**config.mk**
```make
export PLATFORM = sky130hd
export DESIGN_NAME = rs485_bus_frame_parser
export DESIGN_NICKNAME = d
export VERILOG_FILES = /design/src/rtl/rbfp_pkg.sv /design/src/rtl/rbfp_parser.sv /design/src/rtl/rbfp_classify.sv /design/src/rtl/rs485_bus_frame_parser.sv
export SDC_FILE = /design/constraint.sdc
export NUM_CORES = 1
export LEC_CHECK = 0
export BUFFER_PORTS_ARGS = -buffer_cell sky130_fd_sc_hd__buf_2
export CAP_MARGIN = 20
export CORE_UTILIZATION = 40
export CTS_BUF_LIST = sky130_fd_sc_hd__clkbuf_4
export CTS_CLUSTER_DIAMETER = 30
export DETAILED_ROUTE_END_ITERATION = 6
export GPL_TIMING_DRIVEN = 0
export SLEW_MARGIN = 20
export SYNTH_ARGS = -nofsm -noshare
export SYNTH_HDL_FRONTEND = slang
export SYNTH_SLANG_ARGS = --single-unit
```
**constraint.sdc**
```tcl
create_clock -name clock -period 7.71 [get_ports clock]
set_input_delay 0 -clock clock [delete_from_list [all_inputs] [get_ports clock]]
set_output_delay 0 -clock clock [all_outputs]
set_load 0.005 [all_outputs]
```
**src/rtl/rbfp_pkg.sv**
```systemverilog
// ----------------------------------------------------------------------------
// rbfp_pkg: shared types and constants for the bus frame parser
// Frame layout constants, the payload capture slots, and the structs that
// carry a finished frame and a decoded result between the modules.
// ----------------------------------------------------------------------------
`default_nettype none

package rbfp_pkg;

   // start pattern and header constants
   localparam logic [7:0]  SYNC_BYTE      = 8'hA5;
   localparam logic [23:0] PREAMBLE_TAIL  = 24'hFF00FF;
   localparam logic [7:0]  HEADER_LAST    = 8'd4;

   // controller status broadcast
   localparam logic [7:0]  CTRL_SRC       = 8'h10;
   localparam logic [7:0]  CTRL_DST       = 8'h0F;
   localparam logic [7:0]  CTRL_CMD       = 8'h02;
   localparam logic [7:0]  CTRL_MIN_LEN   = 8'h1D;

   // pump status
   localparam logic [7:0]  PUMP_DST       = 8'h10;
   localparam logic [7:0]  PUMP_SRC_FIRST = 8'h60;
   localparam logic [7:0]  PUMP_SRC_LAST  = 8'h63;
   localparam logic [7:0]  PUMP_CMD       = 8'h07;
   localparam logic [7:0]  PUMP_MIN_LEN   = 8'h0F;

   // frame classes
   localparam logic [1:0]  CLASS_NONE     = 2'd0;
   localparam logic [1:0]  CLASS_CTRL     = 2'd1;
   localparam logic [1:0]  CLASS_PUMP     = 2'd2;

   // payload capture slots
   localparam int          NUM_SLOTS      = 10;
   localparam logic [3:0]  SLOT_P0        = 4'd0;
   localparam logic [3:0]  SLOT_P2        = 4'd1;
   localparam logic [3:0]  SLOT_P3        = 4'd2;
   localparam logic [3:0]  SLOT_P4        = 4'd3;
   localparam logic [3:0]  SLOT_P5        = 4'd4;
   localparam logic [3:0]  SLOT_P6        = 4'd5;
   localparam logic [3:0]  SLOT_P7        = 4'd6;
   localparam logic [3:0]  SLOT_P14       = 4'd7;
   localparam logic [3:0]  SLOT_P15       = 4'd8;
   localparam logic [3:0]  SLOT_P18       = 4'd9;
   localparam logic [3:0]  NO_SLOT        = 4'd10;

   typedef logic [NUM_SLOTS-1:0][7:0] payload_type;

   // everything known about a frame before its last checksum byte
   typedef struct packed {
      logic [7:0]  dest_addr;
      logic [7:0]  source_addr;
      logic [7:0]  command_code;
      logic [7:0]  payload_len;
      logic [15:0] running_sum;
      logic [7:0]  checksum_high;
      payload_type payload;
   } frame_type;

   // one decoded result transaction
   typedef struct packed {
      logic [1:0]  frame_class;
      logic        checksum_ok;
      logic [7:0]  source_addr;
      logic [7:0]  dest_addr;
      logic [7:0]  command_code;
      logic [7:0]  payload_len;
      logic [7:0]  status_byte;
      logic [15:0] value_a;
      logic [15:0] value_b;
      logic [7:0]  value_c;
      logic [3:0]  circuit_flags;
      logic [1:0]  pump_index;
   } result_type;

   // payload position to capture slot
   function automatic logic [3:0] slot_for(input logic [7:0] pos);
      logic [3:0] slot;
      case (pos)
         8'd0:    slot = SLOT_P0;
         8'd2:    slot = SLOT_P2;
         8'd3:    slot = SLOT_P3;
         8'd4:    slot = SLOT_P4;
         8'd5:    slot = SLOT_P5;
         8'd6:    slot = SLOT_P6;
         8'd7:    slot = SLOT_P7;
         8'd14:   slot = SLOT_P14;
         8'd15:   slot = SLOT_P15;
         8'd18:   slot = SLOT_P18;
         default: slot = NO_SLOT;
      endcase
      return slot;
   endfunction

endpackage

`default_nettype wire

```
**src/rtl/rbfp_parser.sv**
```systemverilog
// ----------------------------------------------------------------------------
// rbfp_parser: byte-serial frame tracker
// Hunts for the start pattern, then walks header, payload and checksum,
// keeping the running sum, header bytes and the captured payload positions.
// ----------------------------------------------------------------------------
`default_nettype none

module rbfp_parser (
   input  wire logic               clock,
   input  wire logic               reset,
   input  wire logic               byte_take,
   input  wire logic [7:0]         rx_byte,
   output      logic               at_checksum_low,
   output      rbfp_pkg::frame_type frame
);

   typedef enum logic [2:0] {
      PH_HUNT,
      PH_HEADER,
      PH_PAYLOAD,
      PH_CHK_HI,
      PH_CHK_LO
   } phase_type;

   phase_type   phase_ff, phase_in;
   logic [23:0] recent_ff, recent_in;
   logic [7:0]  count_ff, count_in;
   logic [7:0]  dest_ff, dest_in;
   logic [7:0]  source_ff, source_in;
   logic [7:0]  command_ff, command_in;
   logic [7:0]  length_ff, length_in;
   logic [15:0] sum_ff, sum_in;
   logic [7:0]  chk_hi_ff, chk_hi_in;
   logic [7:0]  count_next;
   logic [3:0]  slot;
   rbfp_pkg::payload_type payload_ff;

   assign count_next = count_ff + 8'd1;
   assign slot       = rbfp_pkg::slot_for(count_ff);

   // next state for one accepted byte
   always_comb begin
      phase_in   = phase_ff;
      recent_in  = recent_ff;
      count_in   = count_ff;
      dest_in    = dest_ff;
      source_in  = source_ff;
      command_in = command_ff;
      length_in  = length_ff;
      sum_in     = sum_ff;
      chk_hi_in  = chk_hi_ff;
      if (byte_take) begin
         case (phase_ff)
            PH_HEADER: begin
               sum_in = sum_ff + {8'd0, rx_byte};
               case (count_ff)
                  8'd1:    dest_in    = rx_byte;
                  8'd2:    source_in  = rx_byte;
                  8'd3:    command_in = rx_byte;
                  8'd4:    length_in  = rx_byte;
                  default: ;
               endcase
               if (count_ff >= rbfp_pkg::HEADER_LAST) begin
                  count_in = 8'd0;
                  phase_in = (rx_byte == 8'd0) ? PH_CHK_HI : PH_PAYLOAD;
               end else begin
                  count_in = count_next;
               end
            end
            PH_PAYLOAD: begin
               sum_in   = sum_ff + {8'd0, rx_byte};
               count_in = count_next;
               if (count_next >= length_ff) begin
                  phase_in = PH_CHK_HI;
               end
            end
            PH_CHK_HI: begin
               chk_hi_in = rx_byte;
               phase_in  = PH_CHK_LO;
            end
            PH_CHK_LO: begin
               // frame complete, start hunting with a clean window
               phase_in  = PH_HUNT;
               recent_in = 24'd0;
               count_in  = 8'd0;
            end
            default: begin
               if (rx_byte == rbfp_pkg::SYNC_BYTE &&
                   recent_ff == rbfp_pkg::PREAMBLE_TAIL) begin
                  phase_in  = PH_HEADER;
                  count_in  = 8'd0;
                  sum_in    = {8'd0, rbfp_pkg::SYNC_BYTE};
                  recent_in = 24'd0;
               end else begin
                  phase_in  = PH_HUNT;
                  recent_in = {recent_ff[15:0], rx_byte};
               end
            end
         endcase
      end
   end

   // state registers
   always_ff @(posedge clock) begin
      if (reset) begin
         phase_ff   <= PH_HUNT;
         recent_ff  <= 24'd0;
         count_ff   <= 8'd0;
         dest_ff    <= 8'd0;
         source_ff  <= 8'd0;
         command_ff <= 8'd0;
         length_ff  <= 8'd0;
         sum_ff     <= 16'd0;
         chk_hi_ff  <= 8'd0;
      end else begin
         phase_ff   <= phase_in;
         recent_ff  <= recent_in;
         count_ff   <= count_in;
         dest_ff    <= dest_in;
         source_ff  <= source_in;
         command_ff <= command_in;
         length_ff  <= length_in;
         sum_ff     <= sum_in;
         chk_hi_ff  <= chk_hi_in;
      end
   end

   // payload capture, one fixed slot per decoded position
   always_ff @(posedge clock) begin
      for (int i = 0; i < rbfp_pkg::NUM_SLOTS; i++) begin
         if (byte_take && phase_ff == PH_PAYLOAD && slot == 4'(i)) begin
            payload_ff[i] <= rx_byte;
         end
      end
   end

   assign at_checksum_low = (phase_ff == PH_CHK_LO);

   assign frame.dest_addr     = dest_ff;
   assign frame.source_addr   = source_ff;
   assign frame.command_code  = command_ff;
   assign frame.payload_len   = length_ff;
   assign frame.running_sum   = sum_ff;
   assign frame.checksum_high = chk_hi_ff;
   assign frame.payload       = payload_ff;

endmodule

`default_nettype wire

```
**src/rtl/rbfp_classify.sv**
```systemverilog
// ----------------------------------------------------------------------------
// rbfp_classify: checksum check and status decode
// Combines the finished frame with its last checksum byte, checks the sum
// and decodes a controller or pump status frame into result fields.
// ----------------------------------------------------------------------------
`default_nettype none

module rbfp_classify (
   input  wire rbfp_pkg::frame_type  frame,
   input  wire logic [7:0]           checksum_low,
   output      rbfp_pkg::result_type result
);

   logic       sum_ok;
   logic       is_ctrl;
   logic       is_pump;
   logic [7:0] equip;

   assign sum_ok = ({frame.checksum_high, checksum_low} == frame.running_sum);
   assign equip  = frame.payload[rbfp_pkg::SLOT_P2];

   // frame type match
   assign is_ctrl = sum_ok &&
                    frame.source_addr  == rbfp_pkg::CTRL_SRC &&
                    frame.dest_addr    == rbfp_pkg::CTRL_DST &&
                    frame.command_code == rbfp_pkg::CTRL_CMD &&
                    frame.payload_len  >= rbfp_pkg::CTRL_MIN_LEN;
   assign is_pump = sum_ok &&
                    frame.dest_addr    == rbfp_pkg::PUMP_DST &&
                    frame.source_addr  >= rbfp_pkg::PUMP_SRC_FIRST &&
                    frame.source_addr  <= rbfp_pkg::PUMP_SRC_LAST &&
                    frame.command_code == rbfp_pkg::PUMP_CMD &&
                    frame.payload_len  >= rbfp_pkg::PUMP_MIN_LEN;

   // field decode
   always_comb begin
      result               = '0;
      result.checksum_ok   = sum_ok;
      result.source_addr   = frame.source_addr;
      result.dest_addr     = frame.dest_addr;
      result.command_code  = frame.command_code;
      result.payload_len   = frame.payload_len;
      if (is_ctrl) begin
         result.frame_class   = rbfp_pkg::CLASS_CTRL;
         result.status_byte   = equip;
         result.value_a       = {8'd0, frame.payload[rbfp_pkg::SLOT_P14]};
         result.value_b       = {8'd0, frame.payload[rbfp_pkg::SLOT_P15]};
         result.value_c       = frame.payload[rbfp_pkg::SLOT_P18];
         // pool, cleaner, light, water feature
         result.circuit_flags = {equip[2], equip[1], equip[0], equip[5]};
      end else if (is_pump) begin
         result.frame_class   = rbfp_pkg::CLASS_PUMP;
         result.status_byte   = frame.payload[rbfp_pkg::SLOT_P0];
         result.value_a       = {frame.payload[rbfp_pkg::SLOT_P3],
                                 frame.payload[rbfp_pkg::SLOT_P4]};
         result.value_b       = {frame.payload[rbfp_pkg::SLOT_P5],
                                 frame.payload[rbfp_pkg::SLOT_P6]};
         result.value_c       = frame.payload[rbfp_pkg::SLOT_P7];
         result.pump_index    = frame.source_addr[1:0];
      end
   end

endmodule

`default_nettype wire

```
**src/rtl/rs485_bus_frame_parser.sv**
```systemverilog
// ----------------------------------------------------------------------------
// rs485_bus_frame_parser: RS-485 bus frame parser, additive 16-bit checksum
//
//   channel   direction  handshake              payload
//   req_      in         req_valid / req_stall  req_rx_byte
//   rsp_      out        rsp_valid / rsp_stall  frame_class .. pump_index
//
// One received byte per cycle is taken while req_stall is low; the parser
// state registers are the only pipeline stage ahead of the result register.
// A frame's result is loaded at the edge that takes its last checksum byte
// and is offered from the next cycle on.
// Reset returns the parser to hunting with a cleared window; no sweep needed.
// req_stall rises only when a byte would end a frame while an earlier result
// is still held under rsp_stall.
// ----------------------------------------------------------------------------
`default_nettype none

module rs485_bus_frame_parser (
   input  wire logic        clock,
   input  wire logic        reset,
   input  wire logic        req_valid,
   output      logic        req_stall,
   input  wire logic [7:0]  req_rx_byte,
   output      logic        rsp_valid,
   input  wire logic        rsp_stall,
   output      logic [1:0]  rsp_frame_class,
   output      logic        rsp_checksum_ok,
   output      logic [7:0]  rsp_source_addr,
   output      logic [7:0]  rsp_dest_addr,
   output      logic [7:0]  rsp_command_code,
   output      logic [7:0]  rsp_payload_len,
   output      logic [7:0]  rsp_status_byte,
   output      logic [15:0] rsp_value_a,
   output      logic [15:0] rsp_value_b,
   output      logic [7:0]  rsp_value_c,
   output      logic [3:0]  rsp_circuit_flags,
   output      logic [1:0]  rsp_pump_index
);

   logic                 byte_take;
   logic                 at_checksum_low;
   logic                 frame_done;
   logic                 rsp_valid_ff, rsp_valid_in;
   rbfp_pkg::frame_type  frame;
   rbfp_pkg::result_type result;
   rbfp_pkg::result_type rsp_data_ff;

   // hold input only when a frame would end into a full, stalled result slot
   assign req_stall  = rsp_valid_ff && rsp_stall && at_checksum_low;
   assign byte_take  = req_valid && !req_stall;
   assign frame_done = byte_take && at_checksum_low;

   rbfp_parser u_parser (
      .clock           (clock),
      .reset           (reset),
      .byte_take       (byte_take),
      .rx_byte         (req_rx_byte),
      .at_checksum_low (at_checksum_low),
      .frame           (frame)
   );

   rbfp_classify u_classify (
      .frame        (frame),
      .checksum_low (req_rx_byte),
      .result       (result)
   );

   // result register
   assign rsp_valid_in = frame_done || (rsp_valid_ff && rsp_stall);

   always_ff @(posedge clock) begin
      if (reset) begin
         rsp_valid_ff <= 1'b0;
      end else begin
         rsp_valid_ff <= rsp_valid_in;
      end
   end

   always_ff @(posedge clock) begin
      if (frame_done) begin
         rsp_data_ff <= result;
      end
   end

   assign rsp_valid         = rsp_valid_ff;
   assign rsp_frame_class   = rsp_data_ff.frame_class;
   assign rsp_checksum_ok   = rsp_data_ff.checksum_ok;
   assign rsp_source_addr   = rsp_data_ff.source_addr;
   assign rsp_dest_addr     = rsp_data_ff.dest_addr;
   assign rsp_command_code  = rsp_data_ff.command_code;
   assign rsp_payload_len   = rsp_data_ff.payload_len;
   assign rsp_status_byte   = rsp_data_ff.status_byte;
   assign rsp_value_a       = rsp_data_ff.value_a;
   assign rsp_value_b       = rsp_data_ff.value_b;
   assign rsp_value_c       = rsp_data_ff.value_c;
   assign rsp_circuit_flags = rsp_data_ff.circuit_flags;
   assign rsp_pump_index    = rsp_data_ff.pump_index;

`ifndef NO_ASSERTIONS
   // a decoded class needs a good checksum
   a_class_needs_sum: assert property (@(posedge clock) disable iff (reset)
      rsp_valid && rsp_frame_class != rbfp_pkg::CLASS_NONE |-> rsp_checksum_ok)
      else $error("decoded frame class without a good checksum");

   // input is held back only while a result is waiting
   a_stall_needs_result: assert property (@(posedge clock) disable iff (reset)
      req_stall |-> rsp_valid_ff && rsp_stall)
      else $error("input stalled with no pending result");

   // a taken result is not repeated unless another frame ended
   a_no_repeat: assert property (@(posedge clock) disable iff (reset)
      rsp_valid && !rsp_stall && !frame_done |=> !rsp_valid)
      else $error("result transaction repeated");

   // pump index is only given for pump frames
   a_pump_index: assert property (@(posedge clock) disable iff (reset)
      rsp_valid && rsp_pump_index != 2'd0 |-> rsp_frame_class == rbfp_pkg::CLASS_PUMP)
      else $error("pump index on a non-pump frame");
`endif

endmodule

`default_nettype wire

```
# ---- Word-level counts from Yosys, hierarchy flattened
# Memories as Yosys holds them, arrays and structs flattened. A register that Yosys moved wholly into a read port is not among the register bits.
# Index checks and enable logic that the tools add are counted.
dict set report classes {
  addsub 2
  magnitude_cmp 6
  eq_ne 27
  muxes 18
  bitwise 4
  reduce_logical 45
}
# cell n
set op_table {}
lappend op_table {{two-way mux 48 bit} 2}
lappend op_table {{case mux 24 bit (2 select lines)} 1}
lappend op_table {{case mux 16 bit (2 select lines)} 1}
lappend op_table {{case mux 8 bit (4 select lines)} 1}
lappend op_table {{logical AND 1 bit} 25}
lappend op_table {{equality test 24 bit, second input constant} 1}
lappend op_table {{equality test 8 x 2 -> 1 bit, second input constant} 3}
lappend op_table {{two-way mux 24 bit} 1}
lappend op_table {{AND reduction 3 bit} 7}
lappend op_table {{adder 16 x 8 -> 16 bit} 1}
lappend op_table {{equality test 16 bit} 1}
lappend op_table {{equality test 4 x 3 -> 1 bit, second input constant} 4}
lappend op_table {{equality test 8 x 3 -> 1 bit, second input constant} 2}
lappend op_table {{equality test 8 x 5 -> 1 bit, second input constant} 2}
lappend op_table {{two-way mux 16 bit} 1}
lappend op_table {{two-way mux 8 bit} 2}
lappend op_table {{case mux 3 bit (4 select lines)} 1}
lappend op_table {{two-way mux 5 bit} 2}
lappend op_table {{adder 8 x 1 -> 8 bit, second input constant} 1}
lappend op_table {{equality test 4 x 2 -> 1 bit, second input constant} 2}
lappend op_table {{equality test 4 bit, second input constant} 2}
lappend op_table {{equality test 8 x 1 -> 1 bit, second input constant} 1}
lappend op_table {{equality test 8 x 4 -> 1 bit, second input constant} 1}
lappend op_table {{equality test 8 bit, second input constant} 1}
lappend op_table {{other kinds (26)} 36}
dict set report totals {
  reg_bits 261
  romBits 128
  in_bits 12
  output_inout_bits 91
  elab_cells 137
  mem_count 1
}
# name depth word_bits rd rd_clocked_by_memory_dff wr line_no
set mem_list {}
lappend mem_list {{(no name shown)} 32 4 1 1 0 rbfp_pkg.sv:79} ;# case (pos)

# ---- Longest topological paths before layout
dict set report depth {
  word_depth 8
  mapped_depth 12
  depth_no_buf 11
}

# ---- Hierarchy
# Synthesis repeated with hierarchy kept, for this count alone.
dict set report unflattened {
  cells_unflattened 880
  hier_area_um2 10970.5
}
# mod n_inst cells_each area_each_um2 seq_area_each_um2
set modules_own_cells {}
lappend modules_own_cells {rbfp_parser 1 642 7104.3 4304.1}
lappend modules_own_cells {rs485_bus_frame_parser 1 96 2730.1 2692.6}
lappend modules_own_cells {rbfp_classify 1 142 1136.1 0.0}

# ---- Worst setup path after synthesis
# OpenSTA, ideal clock, no wires.
dict set report synth_timing {
  path_kind {register to register}
  startpoint {reg u_parser.phase_ff[0]}
  endpoint {reg rsp_data_ff, in the netlist rsp_checksum_ok (enable)}
  setup_ns 0.538
  t_arrival_ns 4.767
  required_time_ns 7.172
  path_slack_ns 2.405
  stages_incl_launch_ff 6
  path_buffers 1
  synth_period_minus_slack_ns 5.305
  path_cell_list {dfxtp_1 clkbuf_1 nor2_1 nand2_1 o21ai_1 nor2_1}
}
dict set report synth_between {
  elab_chain_len 5
}
# element line_no
set synth_lines {}
lappend synth_lines {{from (decl)} rbfp_parser.sv:25} ;# phase_type phase_ff, phase_in;
lappend synth_lines {{from (signal assigned)} rbfp_parser.sv:116} ;# phase_ff <= phase_in;
lappend synth_lines {{equality test 3 bit *} rbfp_parser.sv:137} ;# assign at_checksum_low = (phase_ff == PH_CHK_LO);
lappend synth_lines {{logical AND 1 bit} rs485_bus_frame_parser.sv:49} ;# assign req_stall = rsp_valid_ff && rsp_stall && at_checksum_low;
lappend synth_lines {{zero test 1 bit} rs485_bus_frame_parser.sv:50} ;# assign byte_take = req_valid && !req_stall;
lappend synth_lines {{logical AND 1 bit} rs485_bus_frame_parser.sv:50}
lappend synth_lines {{logical AND 1 bit *} rs485_bus_frame_parser.sv:51} ;# assign frame_done = byte_take && at_checksum_low;
lappend synth_lines {{named net frame_done} rs485_bus_frame_parser.sv:42} ;# logic frame_done;
lappend synth_lines {{to (signal assigned)} rs485_bus_frame_parser.sv:81} ;# rsp_data_ff <= result;
lappend synth_lines {{to (decl)} rs485_bus_frame_parser.sv:46} ;# rbfp_pkg::result_type rsp_data_ff;
# The timed path passes the listed nets; every way through them passes the cells marked *.
# A chain may end at the register's enable or synchronous reset.

==> run_results.csv <==
group,metric,value,unit
status,status,"finished clean",
worst_setup_path,ff2ff_setup_slack,3.58,ns
worst_setup_path,r2r-start,"u_parser.phase_ff[0]",
clocking,cts_root_buf,"clkbuf_4",
cells_and_area,fillers,2235,
clocking,cts_buffers,70,
min_path,hp-class,"in -> reg",
floorplan,num_rows,58,
grt,grt_use_total,17.3,%
worst_setup_path,crit_type,"reg -> reg",
clocking,path_clk_slew,0.06,ns
floorplan,die_area,0.0267,sq mm
power,p_per_area,219,mW/mm^2
sta,fmax,242,MHz
clocking,clock_sinks,265,
sta,fin_skew,0.0571,ns
yosys,synth.ff_latch_count,265,
cells_and_area,area_growth,19.5,%
clocking,cts_buffer_depth,3,
drt,num_vias,6943,
floorplan,ios,103,
worst_setup_path,rr_worst_depth,11,
placed_design,gp_congestion,0.811,
worst_setup_path,crit_arrival,4.62,ns
placed_design,io_buffers,100,
yosys,netlist_area,0.0104,sq mm
drt,ant_nets,0,
flow_run,cap_violations,0,
cells_and_area,drive_gt1_share,22.8,%
drt,wl,22.7,mm
sta,rsz0062_at_grt,"no",
grt,grt_start_max_net_pins,32,
min_path,hold_end,"u_parser.frame[65]",
yosys,ys_warn_count,0,
yosys,synth_cell_type_count,66,
sta,worst_pin_slew,1.12,ns
yosys,synthArstFlopShare,0,%
worst_setup_path,crit_fanout,10,
clocking,cts_tree,"done",
yosys,postSynthCellCount,820,
drt,wl_per_cell,16.4,um
worst_setup_path,cp-end-kind,"register",
drt,drc,0,
worst_setup_path,worstPathRequired,8.20,ns
floorplan,die-width,163,um
yosys,synth_edf_count,169,
worst_setup_path,worst_setup_path_start_kind,"register",
yosys,synth_flop_cell,"edfxtp_1",
power,p_leak,4.49,nW
sta,timing.final.crit_share,53.6,%
drt,drtIter0Drc,456,
yosys,syn_nets,858,
sta,setup_viol,0,
grt,antenna_found_initial,1,
drt,drtPass1Iterations,5,
floorplan,die_y,163,um
clocking,htreeDepth,3,
grt,grt_pass1_vias,6735,
floorplan,start_util,41.1,%
floorplan,core_area,0.0253,sq mm
drt,routed_via_density,5.01,
cells_and_area,fin_nets,1046,
min_path,worstHoldPathCells,2,
min_path,hold_start,"req_rx_byte[1]",
sta,fin_crit,4.13,ns
power,p_total,0.00273,W
clocking,clock_latency,0.65,ns
yosys,seq_area_frac_synth,67.3,%
sta,relSlewSlack,24.9,%
grt,grt.overflow.total,0,
sta,drv_slew,0,
sta,tns,0,ns
clocking,postCtsSetupBuffers,0,
placed_design,hpwl,15.1,mm
power,ir_drop,0.000111,V
grt,grt_pass1_wl,35.5,mm
yosys,avgSynthCellArea,12.7,sq um
sta,hold_violations,0,
-- metal layers --
layer,wire [um],up-vias,GRT usage (%),share of wire [%]
met4,299,0,5.56,1.3
met5,0,-,0,0
met3,1330,30,3.99,5.8
li1,-,3446,-,-
met2,10700,186,27.8,47
met1,10400,3281,23.0,46
-- flip-flops by register name (all words and copies together), names as in the netlist, 3 cells and up, named ones only --
signal	flops
u_parser.chk_hi_ff	8
u_parser.command_ff	8
rsp_status_byte	8
rsp_value_a	16
u_parser.dest_ff	8
u_parser.length_ff	8
rsp_command_code	8
u_parser.sum_ff	16
rsp_value_c	8
u_parser.phase_ff	3
u_parser.source_ff	8
rsp_circuit_flags	4
rsp_payload_len	8
u_parser.recent_ff	24
u_parser.frame	80
rsp_dest_addr	8
rsp_value_b	16
rsp_source_addr	8
u_parser.count_ff	8
-- power breakdown --
| part | total, W | internal, W | switching (W) |
|---|---|---|---|
| sequential | 0.00151 | 0.00150 | 0.00000335 |
| clock | 0.00116 | 0.000626 | 0.000536 |
| combinational | 0.0000597 | 0.0000168 | 0.0000430 |
| total | 0.00273 | 0.00215 | 0.000582 |
-- kinds of logic (layout without fill, tap and decap cells) --
kind of cell	Yosys count	in the layout	synth area share (%)
AOI/OAI and AO/OA	165	165	10.9
buffers and inverters	60	296	2.29
DFF	265	265	67.3
xor gates and xnor gates	24	24	2.02
adders and majority gates	27	27	3.30
other	0	1	0
and+or+nand+nor	269	269	13.2
muxes	10	10	0.974
-- worst max-delay path, cell delays in order, from the launching register on --
cell and delay [ns]:
dfxtp_1 0.30, clkbuf_1 0.19, nor2_1 0.34, nand2_1 0.21, o21ai_1 0.87, a2111oi_4 0.19, o31ai_1 0.70, inv_1 0.20
ha_1 0.27, a211oi_1 0.36, a2111oi_2 0.06, a211o_1 0.30
-- synth_stat cells (all sizes together), types with 13 or more instances --
library cell    n  share of area, %
a21oi          54               2.6
a22o           28               2.4
a22oi          28               2.0
and2           26               1.6
clkbuf         34               1.2
dfxtp          96                18
edfxtp        169                49
ha             25               3.0
inv            22              0.79
nand2          81               3.0
nand3          19              0.91
nand4          13              0.78
nor2           61               2.2
nor4           13               1.1
o21ai          21               1.0
xnor2          14               1.2
-- cell type report --
cell class	instances	area [sq um]	area share (%)
repair buffers	116	716	5.76
clock inverters	14	67.6	0.544
plain buffers	38	155	1.25
inverters	22	82.6	0.664
multi-input cells	495	3200	25.7
flip-flops and latches	265	7000	56.3
diodes	1	2.50	0.0201
clock buffers	106	796	6.40
well taps	330	413	3.32
-- through the flow --
step	hold slack [ns]	std cells	setup WS, ns	instance area (sq um)	utilization [%]
3_3_place_gp	0.378	1250	0.198	11300	44.7
6_report	0.338	1387	3.58	12400	49.1
2_1_floorplan	0.0989	820	2.41	10400	-
4_1_cts	0.270	1386	3.60	12400	49.0
3_5_place_dp	0.365	1254	3.65	11400	45.2
5_1_grt	0.294	1387	3.23	12400	49.1
-- cells in the final DEF, fill, tap and decap left out, types with 26 or more instances in the layout --
cell type / netlist / layout
a21oi_1: 54 / 54
a22o_1: 28 / 28
a22oi_1: 28 / 28
and2_1: 26 / 26
buf_2: 1 / 101
clkbuf_1: 34 / 34
clkbuf_4: 0 / 106
dfxtp_1: 96 / 96
edfxtp_1: 169 / 169
nand2_1: 80 / 80
nor2_1: 61 / 60
-- repair_timing --
action                                 CTS  global route
hold buffers                            12             0
endpoints found under the hold margin  126             0
resized for setup                        0             0
setup endpoints to repair                0             0
-- worst max path at each step --
| stage | startpoint | slack, ns | cells after the start | to |
|---|---|---|---|---|
| 2_1_floorplan | u_parser.phase_ff[0] | 2.41 | 5 | rsp_checksum_ok |
| 3_3_place_gp | u_parser.phase_ff[0] | 0.20 | 5 | rsp_value_c[2] |
| 3_5_place_dp | u_parser.phase_ff[0] | 3.65 | 11 | register |
| 4_1_cts | u_parser.phase_ff[0] | 3.60 | 11 | register |
| 5_1_grt | u_parser.phase_ff[0] | 3.23 | 11 | register |
| 6_report | u_parser.phase_ff[0] | 3.58 | 11 | register |
(Power assumes the default switching activity.)
